===== config.mk =====
export PLATFORM = sky130hd
export DESIGN_NAME = pulse_time_calculator_top
export DESIGN_NICKNAME = d
export VERILOG_FILES = /design/src/design/ptc_pkg.sv /design/src/design/ptc_div8000.sv /design/src/design/ptc_psec.sv /design/src/design/pulse_time_calculator_top.sv
export SDC_FILE = /design/constraint.sdc
export NUM_CORES = 2
export LEC_CHECK = 0
export BUFFER_PORTS_ARGS = -buffer_cell sky130_fd_sc_hd__buf_2
export CAP_MARGIN = 20
export CORE_MARGIN = 5
export CORE_UTILIZATION = 50
export DETAILED_ROUTE_END_ITERATION = 8
export PLACE_DENSITY = 0.67
export SYNTH_ARGS = -nofsm -noshare
export SYNTH_HDL_FRONTEND = slang
export SYNTH_SLANG_ARGS = --single-unit

===== constraint.sdc =====
create_clock -name clk -period 8.3 [get_ports clk]
set_clock_uncertainty 0.1 [all_clocks]
set_input_delay 1.245 -clock clk [delete_from_list [all_inputs] [get_ports clk]]
set_output_delay 1.245 -clock clk [all_outputs]
set_load 0.02 [all_outputs]

===== src/design/ptc_pkg.sv =====
// ptc_pkg: payload types and timing constants for the pulse time calculator
// no dependencies; imported by every ptc module
`default_nettype none

package ptc_pkg;

  typedef struct packed {
    logic [39:0] start_seconds;
    logic [26:0] start_coarse;
    logic [11:0] start_fraction;
    logic [39:0] length_ps;
    logic [43:0] period_ps;
  } ptc_in_t;

  typedef struct packed {
    logic [39:0] end_seconds;
    logic [26:0] end_coarse;
    logic [11:0] end_fraction;
    logic [3:0]  period_seconds;
    logic [26:0] period_coarse;
    logic [11:0] period_fraction;
  } ptc_out_t;

  typedef struct packed {
    logic [39:0] sec;
    logic [26:0] coarse;
    logic [11:0] frac;
  } ptc_time_t;

  // 8 ns ticks in one second
  localparam logic [26:0] TICKS_PER_SEC = 27'd125000000;
  // 8000 ps = 64 * 125
  localparam logic [6:0]  DIV125        = 7'd125;
  // floor(2^40 / 125)
  localparam logic [33:0] RECIP_125     = 34'd8796093022;
  // ceil(2^26 / 125), exact for 16-bit operands
  localparam logic [19:0] FRAC_RECIP    = 20'd536871;
  // 10^12 ps = 2^12 * 244140625
  localparam logic [27:0] PSEC_DIVISOR  = 28'd244140625;
  // floor(2^32 / 244140625)
  localparam logic [4:0]  PSEC_RECIP    = 5'd17;

endpackage

`default_nettype wire


===== src/design/ptc_div8000.sv =====
// ptc_div8000: four-stage divide of a 40-bit ps value by 8000
// gives ticks and the 1/4096 tick fraction; uses ptc_pkg
`default_nettype none

module ptc_div8000 (
  input  logic        clk,
  input  logic        rst,
  input  logic        in_valid,
  input  logic [39:0] dividend,
  output logic        out_valid,
  output logic [27:0] quot,
  output logic [11:0] frac
);
  import ptc_pkg::*;

  logic [3:0]  vld;
  logic [50:0] pp_hi;
  logic [50:0] pp_lo;
  logic [7:0]  x8_1;
  logic [5:0]  low6_1;
  logic [67:0] prod;
  logic [27:0] q0_2;
  logic [7:0]  x8_2;
  logic [5:0]  low6_2;
  logic [14:0] qm;
  logic [7:0]  r8;
  logic [27:0] q_next;
  logic [6:0]  rm;
  logic [27:0] q3;
  logic [12:0] y3;
  logic [32:0] fp;

  always_ff @(posedge clk) begin
    if (rst) begin
      vld <= '0;
    end else begin
      vld <= {vld[2:0], in_valid};
    end
  end

  assign out_valid = vld[3];

  // stage 1: partial products of (dividend >> 6) * reciprocal of 125
  always_ff @(posedge clk) begin
    pp_hi  <= 51'(dividend[39:23]) * 51'(RECIP_125);
    pp_lo  <= 51'(dividend[22:6]) * 51'(RECIP_125);
    x8_1   <= dividend[13:6];
    low6_1 <= dividend[5:0];
  end

  // stage 2: estimated quotient, low by at most one
  assign prod = {pp_hi, 17'd0} + 68'(pp_lo);

  always_ff @(posedge clk) begin
    q0_2   <= prod[67:40];
    x8_2   <= x8_1;
    low6_2 <= low6_1;
  end

  // stage 3: remainder fits 8 bits, one correction
  always_comb begin
    qm = 15'(q0_2[7:0]) * 15'(DIV125);
    r8 = x8_2 - qm[7:0];
    if (r8 >= {1'b0, DIV125}) begin
      q_next = q0_2 + 28'd1;
      rm     = 7'(r8 - {1'b0, DIV125});
    end else begin
      q_next = q0_2;
      rm     = r8[6:0];
    end
  end

  always_ff @(posedge clk) begin
    q3 <= q_next;
    y3 <= {rm, low6_2};
  end

  // stage 4: fraction = floor(rem * 64 / 125)
  assign fp = 33'(y3) * 33'(FRAC_RECIP);

  always_ff @(posedge clk) begin
    quot <= q3;
    frac <= fp[31:20];
  end

endmodule

`default_nettype wire


===== src/design/ptc_psec.sv =====
// ptc_psec: three-stage split of a 44-bit period into whole seconds and ps remainder
// uses ptc_pkg
`default_nettype none

module ptc_psec (
  input  logic        clk,
  input  logic        rst,
  input  logic        in_valid,
  input  logic [43:0] period,
  output logic        out_valid,
  output logic [3:0]  seconds,
  output logic [39:0] rem
);
  import ptc_pkg::*;

  logic [2:0]  vld;
  logic [36:0] est;
  logic [4:0]  q0_1;
  logic [31:0] x_1;
  logic [11:0] lo_1;
  logic [32:0] qd;
  logic [31:0] rx_full;
  logic [4:0]  q0_2;
  logic [28:0] rx_2;
  logic [11:0] lo_2;
  logic [4:0]  q_next;
  logic [28:0] rx_next;

  always_ff @(posedge clk) begin
    if (rst) begin
      vld <= '0;
    end else begin
      vld <= {vld[1:0], in_valid};
    end
  end

  assign out_valid = vld[2];

  // stage 1: estimate seconds from (period >> 12) / 244140625
  assign est = 37'(period[43:12]) * 37'(PSEC_RECIP);

  always_ff @(posedge clk) begin
    q0_1 <= est[36:32];
    x_1  <= period[43:12];
    lo_1 <= period[11:0];
  end

  // stage 2: partial remainder
  assign qd      = 33'(q0_1) * 33'(PSEC_DIVISOR);
  assign rx_full = x_1 - qd[31:0];

  always_ff @(posedge clk) begin
    q0_2 <= q0_1;
    rx_2 <= rx_full[28:0];
    lo_2 <= lo_1;
  end

  // stage 3: one correction
  always_comb begin
    if (rx_2 >= 29'(PSEC_DIVISOR)) begin
      q_next  = q0_2 + 5'd1;
      rx_next = rx_2 - 29'(PSEC_DIVISOR);
    end else begin
      q_next  = q0_2;
      rx_next = rx_2;
    end
  end

  always_ff @(posedge clk) begin
    seconds <= q_next[3:0];
    rem     <= {rx_next[27:0], lo_2};
  end

endmodule

`default_nettype wire


===== src/design/pulse_time_calculator_top.sv =====
// pulse_time_calculator_top: end time and period split of one pulse, fully pipelined
// uses ptc_pkg, ptc_psec, ptc_div8000
// done is high for exactly one cycle per transfer, driven from the output register
// throughput: one item per cycle; busy is always low, the receiver cannot stall
// depth set by period path: 3 stages seconds split then 4 stages divide by 8000
// reset clears all valid bits; no done until new items arrive
`default_nettype none

module pulse_time_calculator_top (
  input  logic              clk,
  input  logic              rst,
  input  logic              start,
  output logic              busy,
  input  ptc_pkg::ptc_in_t  item,
  output logic              done,
  output ptc_pkg::ptc_out_t result
);
  import ptc_pkg::*;

  logic        xfer;
  ptc_time_t   st_pipe [4];
  logic        len_dv;
  logic [27:0] len_quot;
  logic [11:0] len_frac;
  logic        ps_dv;
  logic [3:0]  ps_sec;
  logic [39:0] ps_rem;
  logic        per_dv;
  logic [27:0] per_quot;
  logic [11:0] per_frac;
  logic [3:0]  psec_pipe [4];
  logic [12:0] fsum;
  logic [28:0] csum_next;
  logic [2:0]  ev;
  logic [39:0] e1_sec;
  logic [28:0] e1_csum;
  logic [11:0] e1_frac;
  logic [39:0] e2_sec;
  logic [28:0] e2_csum;
  logic [11:0] e2_frac;
  logic [39:0] e3_sec;
  logic [28:0] e3_csum;
  logic [11:0] e3_frac;

  assign busy = 1'b0;
  assign xfer = start & ~busy;

  // start time rides along with the length divide
  always_ff @(posedge clk) begin
    st_pipe[0] <= '{sec: item.start_seconds, coarse: item.start_coarse,
                    frac: item.start_fraction};
    for (int i = 1; i < 4; i++) begin
      st_pipe[i] <= st_pipe[i-1];
    end
  end

  ptc_div8000 u_len_div (
    .clk       (clk),
    .rst       (rst),
    .in_valid  (xfer),
    .dividend  (item.length_ps),
    .out_valid (len_dv),
    .quot      (len_quot),
    .frac      (len_frac)
  );

  ptc_psec u_psec (
    .clk       (clk),
    .rst       (rst),
    .in_valid  (xfer),
    .period    (item.period_ps),
    .out_valid (ps_dv),
    .seconds   (ps_sec),
    .rem       (ps_rem)
  );

  ptc_div8000 u_per_div (
    .clk       (clk),
    .rst       (rst),
    .in_valid  (ps_dv),
    .dividend  (ps_rem),
    .out_valid (per_dv),
    .quot      (per_quot),
    .frac      (per_frac)
  );

  always_ff @(posedge clk) begin
    psec_pipe[0] <= ps_sec;
    for (int i = 1; i < 4; i++) begin
      psec_pipe[i] <= psec_pipe[i-1];
    end
  end

  // end time: fraction add with carry, then two coarse reductions
  assign fsum      = {1'b0, st_pipe[3].frac} + {1'b0, len_frac};
  assign csum_next = 29'(st_pipe[3].coarse) + 29'(len_quot) + 29'(fsum[12]);

  always_ff @(posedge clk) begin
    if (rst) begin
      ev <= '0;
    end else begin
      ev <= {ev[1:0], len_dv};
    end
  end

  always_ff @(posedge clk) begin
    e1_sec  <= st_pipe[3].sec;
    e1_csum <= csum_next;
    e1_frac <= fsum[11:0];
  end

  always_ff @(posedge clk) begin
    e2_frac <= e1_frac;
    if (e1_csum >= 29'(TICKS_PER_SEC)) begin
      e2_csum <= e1_csum - 29'(TICKS_PER_SEC);
      e2_sec  <= e1_sec + 40'd1;
    end else begin
      e2_csum <= e1_csum;
      e2_sec  <= e1_sec;
    end
  end

  always_ff @(posedge clk) begin
    e3_frac <= e2_frac;
    if (e2_csum >= 29'(TICKS_PER_SEC)) begin
      e3_csum <= e2_csum - 29'(TICKS_PER_SEC);
      e3_sec  <= e2_sec + 40'd1;
    end else begin
      e3_csum <= e2_csum;
      e3_sec  <= e2_sec;
    end
  end

  // output register
  always_ff @(posedge clk) begin
    if (rst) begin
      done <= 1'b0;
    end else begin
      done <= ev[2];
    end
  end

  always_ff @(posedge clk) begin
    result.end_seconds     <= e3_sec;
    result.end_coarse      <= e3_csum[26:0];
    result.end_fraction    <= e3_frac;
    result.period_seconds  <= psec_pipe[3];
    result.period_coarse   <= per_quot[26:0];
    result.period_fraction <= per_frac;
  end

  a_latency: assert property (@(posedge clk) disable iff (rst)
    xfer |-> ##8 done)
    else $error("transfer without result after 8 cycles");

  a_no_spurious: assert property (@(posedge clk) disable iff (rst)
    !xfer |-> ##8 !done)
    else $error("result without transfer");

  a_paths_aligned: assert property (@(posedge clk) disable iff (rst)
    per_dv == ev[2])
    else $error("period and end time paths out of step");

  a_coarse_range: assert property (@(posedge clk) disable iff (rst)
    done |-> (result.end_coarse < TICKS_PER_SEC) && (result.period_coarse < TICKS_PER_SEC))
    else $error("coarse field out of range");

endmodule

`default_nettype wire


Word level (Yosys, flattened, before mapping)
Memory sizes are Yosys's and may differ from the RTL's. A register that Yosys moved wholly into a read port is not among the register bits.
Index checks and enable logic that the tools add are counted.
- add/sub/neg operators: 18
- multiply operators: 10
- div/mod/pow operators: 0
- $lt $le $gt $ge: 5
- equality and inequality tests: 0
- shift-type cells: 0
- muxes and demuxes: 10
- bitwise operators: 0
- reduce and logical (&&, ||, !) cells: 0
- operators by type and width (kind ; count):
    $mul A17 B33 Y50 const B ; 3
    $add A40 B1 Y40 const B ; 2
    $mux W40 ; 2
    $add A68 B51 Y68 ; 1
    $add A67 B51 Y67 ; 1
    $mul A13 B20 Y32 const B ; 2
    $ge A29 B27 Y1 const B ; 2
    $mux W28 ; 2
    $mux W27 ; 2
    $mul A17 B33 Y49 const B ; 1
    $mul A32 B5 Y37 const B ; 1
    $add A27 B28 Y29 ; 1
    $add A29 B1 Y29 ; 1
    $ge A29 B28 Y1 const B ; 1
    $mul A5 B28 Y29 const B ; 1
    $mux W29 ; 1
    $sub A29 B27 Y29 const B ; 1
    $sub A29 B29 Y29 ; 1
    $add A28 B1 Y28 const B ; 1
    $sub A28 B28 Y28 const B ; 1
    $add A27 B1 Y27 const B ; 1
    $sub A27 B27 Y27 const B ; 1
    $ge A8 B7 Y1 const B ; 2
    $mul A8 B7 Y8 const B ; 2
    other kinds (6) ; 9
- flip-flop bits (word level): 972
- bits in latches: 0
- memory bits (writable): 332
- bits in read-only memories: 0
- input bits: 166
- memories kept: 2
- memory list (name ; words ; width ; read ports ; clocked after Yosys merged registers in ; wr ports ; RTL line ; RTL):
    st_pipe ; 4 ; 79 ; 4 ; 0 ; 4 ; pulse_time_calculator_top.sv:21 ; ptc_time_t st_pipe [4];
    psec_pipe ; 4 ; 4 ; 4 ; 1 ; 4 ; pulse_time_calculator_top.sv:31 ; logic [3:0] psec_pipe [4];

Depth between registers and ports, before layout
- depth after elaboration: 4
- depth in mapped cells: 25

Modules after synthesis
A second synthesis with hierarchy kept.
- cells, all modules: 7813
- area total of the unflattened synthesis: 81772.2 µm²
- modules (own cells, without submodules) (module ; instances ; cells each ; area an instance (µm²) ; seq. area each (µm²)):
    ptc_div8000 (u_per_div) ; 1 ; 2815 ; 27802.9 ; 4484.3
    ptc_div8000 (u_len_div) ; 1 ; 2764 ; 27271.2 ; 4484.3
    pulse_time_calculator_top ; 1 ; 1422 ; 18819.3 ; 13993.4
    ptc_psec ; 1 ; 812 ; 7878.8 ; 2762.6

Worst setup path after synthesis
No wires, ideal clock.
- kind: input -> register
- start point: input item[55] (netlist name)
- end point: register u_len_div.pp_lo[49]
- arrival time: 6512 ps
- slack: 1566 ps
- stages on the path: 19
- buffers on the path: 0
- path through: fa_1 > fa_1 > inv_1 > fa_1 > inv_1 > fa_1 > fa_1 > inv_1 > fa_1 > inv_1 > ha_1 > a21oi_1 > o21a_1 > a21oi_1 > o311ai_1 > o211ai_1 > o31ai_2 > o21ai_0 > o32a_1
- longest elaborated chain between the ends: 1
- ends and longest elaborated chain (what ; RTL line ; RTL):
    start: declaration ; pulse_time_calculator_top.sv:14 ; input ptc_pkg::ptc_in_t item,
    $mul A17 B33 Y50 ; ptc_div8000.sv:46 ; pp_lo <= 51'(dividend[22:6]) * 51'(RECIP_125);
    end signal: assignment ; ptc_div8000.sv:46 ;
    end: declaration ; ptc_div8000.sv:18 ; logic [50:0] pp_lo;
No other way between the ends.
A chain may end at the register's enable or synchronous reset.

Worst setup path after layout
- start point: register u_psec.rem[29]
- end point: register u_per_div.pp_hi[42]
- longest elaborated chain between the ends: 1
- ends and longest elaborated chain (what ; RTL line ; RTL):
    start: declaration ; ptc_psec.sv:12 ; output logic [39:0] rem
    start signal: assignment ; ptc_psec.sv:71 ; rem <= {rx_next[27:0], lo_2};
    $mul A17 B33 Y49 ; ptc_div8000.sv:45 ; pp_hi <= 51'(dividend[39:23]) * 51'(RECIP_125);
    end signal: assignment ; ptc_div8000.sv:45 ;
    end: declaration ; ptc_div8000.sv:17 ; logic [50:0] pp_hi;
No other way between the ends.

==> flow_metrics.env <==
export IMPL_htreeDepth=4
export IMPL_dp_slack_ns=0.545
export IMPL_cp_arrival_ns=7.61
export IMPL_required_ns=8.81
export IMPL_rsz0062_at_grt="false"
export IMPL_ioPinCount=290
export IMPL_synth_area_leader_cell="dfxtp_1"
export IMPL_die_x_um=409
export IMPL_yosysMostFrequentCell="inv_1"
export IMPL_cts_tree="built"
export IMPL_fin_crit_sh_pct=85.6
export IMPL_clk_path_buf_depth=3
export IMPL_insertion_delay_ns=0.77
export IMPL_cts_setup_buffers=0
export IMPL_layout_nets=10100
export IMPL_final_antenna_net_count=0
export IMPL_dieArea_um2=168000
export IMPL_cts_sinks=1274
export IMPL_cp_start_kind="flop"
export IMPL_grt_usage_pct=21.1
export IMPL_cts_made_buffers=134
export IMPL_setup_ws_ns=1.19
export IMPL_grt_max_degree=18
export IMPL_met3_usage_pct=3.20
export IMPL_synth_edff_count=0
export IMPL_hold_worst_slack_ns=0.188
export IMPL_start_util_pct=50.3
export IMPL_hold_violations=0
export IMPL_grt_ovfl_total=0
export IMPL_synth_async_reset_ratio_pct=0
export IMPL_synth_avg_cell_area_um2=10.7
export IMPL_dp_hpwl_um=146000
export IMPL_root_buffer="clkbuf_16"
export IMPL_synth_top_cell_area_share_pct=32.0
export IMPL_cap_violations=0
export IMPL_hold_buffers=0
export IMPL_seq_area_frac_synth_pct=32.0
export IMPL_syn2layout_area_growth_pct=11.0
export IMPL_first_pass_iters=7
export IMPL_netlist_area_um2=79700
export IMPL_syn_num_nets=9690
export IMPL_first_iter_violations=2594
export IMPL_grt_pass1_vias=52600
export IMPL_status="complete, no violations"
export IMPL_n_fill_cell=13500
export IMPL_ys_top_cells_by_area="dfxtp_1 32%, fa_1 21%, ha_1 20%"
export IMPL_worstMarginPinSlew_ns=1.03
export IMPL_met2_usage_pct=35.2
export IMPL_grtUsageMet1_pct=29.0
export IMPL_num_vias=49800
export IMPL_grt_pass1_wl_um=282000
export IMPL_synthTopCellsByCount="1669 x inv_1, 1274 x dfxtp_1, 1255 x ha_1"
export IMPL_synth_seq_cells=1274
export IMPL_setup_viol=0
export IMPL_wl_um=174000
export IMPL_crit_type="reg -> reg"
export IMPL_die_h_um=409
export IMPL_fin_area_um2=88500
export IMPL_tns_ns=0
export IMPL_core_area_um2=158000
export IMPL_synthCells=7451
export IMPL_path_clk_slew_ns=0.06
export IMPL_top_usage_layer="met2"
export IMPL_finalWeightedCongestion=0.935
export IMPL_endpoint_kind="flop"
export IMPL_cp_max_fo=8
export IMPL_yosys_warnings=0
export IMPL_max_slew_margin_pct=30.7
export IMPL_avgViaCountPerCell=4.96
export IMPL_port_buffers=288
export IMPL_post_route_drc_count=0
export IMPL_placed_area_um2=83700
export IMPL_fmax_mhz=141
export IMPL_slew_viol_final=0
export IMPL_fp_row_count=146
export IMPL_synth_flop_cell="dfxtp_1"
export IMPL_cts_resized=0
export IMPL_antenna_found_initial=8
export IMPL_synth_cell_types=108
export IMPL_layout_min_cycle_time_ns=7.11
export IMPL_hold_path_class="reg -> reg"
export IMPL_drive_gt1_share_pct=7.73
export IMPL_wl_per_cell_um=17.3
-- per-stage QoR --
step           utilization, %  cells
4_1_cts                  55.8  10000
5_1_grt                  55.8  10000
6_report                 55.9  10000
2_1_floorplan               -   7451
3_3_place_gp             52.8   9787
3_5_place_dp             52.8   9787
-- critical path: stages, from the launching register on --
cell      delay (ns)
dfxtp_1         0.69
inv_1           0.19
ha_1            0.54
fa_1            0.50
fa_1            0.51
inv_1           0.05
fa_1            0.53
inv_1           0.06
fa_1            0.45
fa_1            0.51
inv_1           0.06
ha_1            0.36
a21o_1          0.22
a211oi_1        0.26
o31ai_1         0.11
a21oi_1         0.28
nand3_1         0.15
a21oi_1         0.25
nor2_1          0.11
a311oi_1        0.59
nor3_1          0.10
a311o_1         0.33
-- worst paths after layout --
path | end | cells past startpoint | slack (ns) | from
worst min-delay path | result[24] | 0 | 0.19 | u_per_div.quot[12]
worst max register to register | u_per_div.pp_hi[42] | 21 | 1.19 | u_psec.rem[29]
worst max-delay path | u_per_div.pp_hi[42] | 21 | 1.19 | u_psec.rem[29]
worst min register to register | result[24] | 0 | 0.19 | u_per_div.quot[12]
-- flip-flops by register name (all words and copies together), names as in the netlist, 29 cells and up --
register         flops
e2_csum             29
u_per_div.pp_hi     49
st_pipe            316
e1_sec              40
e3_sec              40
e1_csum             29
u_len_div.pp_lo     33
u_psec.rem          40
u_per_div.pp_lo     33
u_psec.rx_2         29
u_psec.x_1          29
e2_sec              40
result             122
u_len_div.pp_hi     50
-- placed cells by master (no fill, tap or decap), types with 18 or more instances in the layout --
master and n:
a211oi_1 37, a21o_1 185, a21oi_1 238, a31oi_1 33, and2_1 28, and3_1 70, buf_2 288, clkbuf_16 134
clkbuf_8 27, dfxtp_1 1274, fa_1 818, ha_1 1255, inv_1 1669, nand2_1 221, nand2b_1 37, nand3_1 137
nand4_1 56, nor2_1 213, nor2b_1 44, nor3_1 67, o211ai_1 22, o21a_1 49, o21ai_0 142, o21ai_1 18
o21bai_1 27, or2_2 19, xnor2_1 347, xor2_1 158
-- cells by family (layout without fill, tap and decap cells) --
family                   Yosys count  in the layout  synth area share [%]
XOR/XNOR                         506            506                  5.57
flip-flops                      1274           1274                  32.0
AO/OA/AOI/OAI                    901            901                  7.67
other                              1              3               0.00470
multiplexers                       7              7                0.0926
AND/OR/NAND/NOR                  988            988                  6.39
adder cells (fa/ha/maj)         2073           2073                  40.2
buffers and inverters           1701           2209                  8.05
-- area by class of cell --
type                            instances  area (µm²)  area share, %
Clock buffer                          178        3790           4.28
Inverter                             1669        6260           7.08
Timing Repair Buffer                  297        1510           1.71
Tap cell                             2072        2590           2.93
Clock inverter                         65         992           1.12
Antenna cell                            2        5.00        0.00566
Multi-Input combinational cell       4476       47800           54.0
Sequential cell                      1274       25500           28.8
-- layer usage --
metal  share of wire [%]  routed length [µm]
met5               0.024                  41
met1                  46               80800
met4                 2.1                3680
met3                 4.4                7570
met2                  47               81800
Power is left out: the tool's default activity adds up to more than one toggle a clock period on the data nets, which glitch-free logic cannot reach.
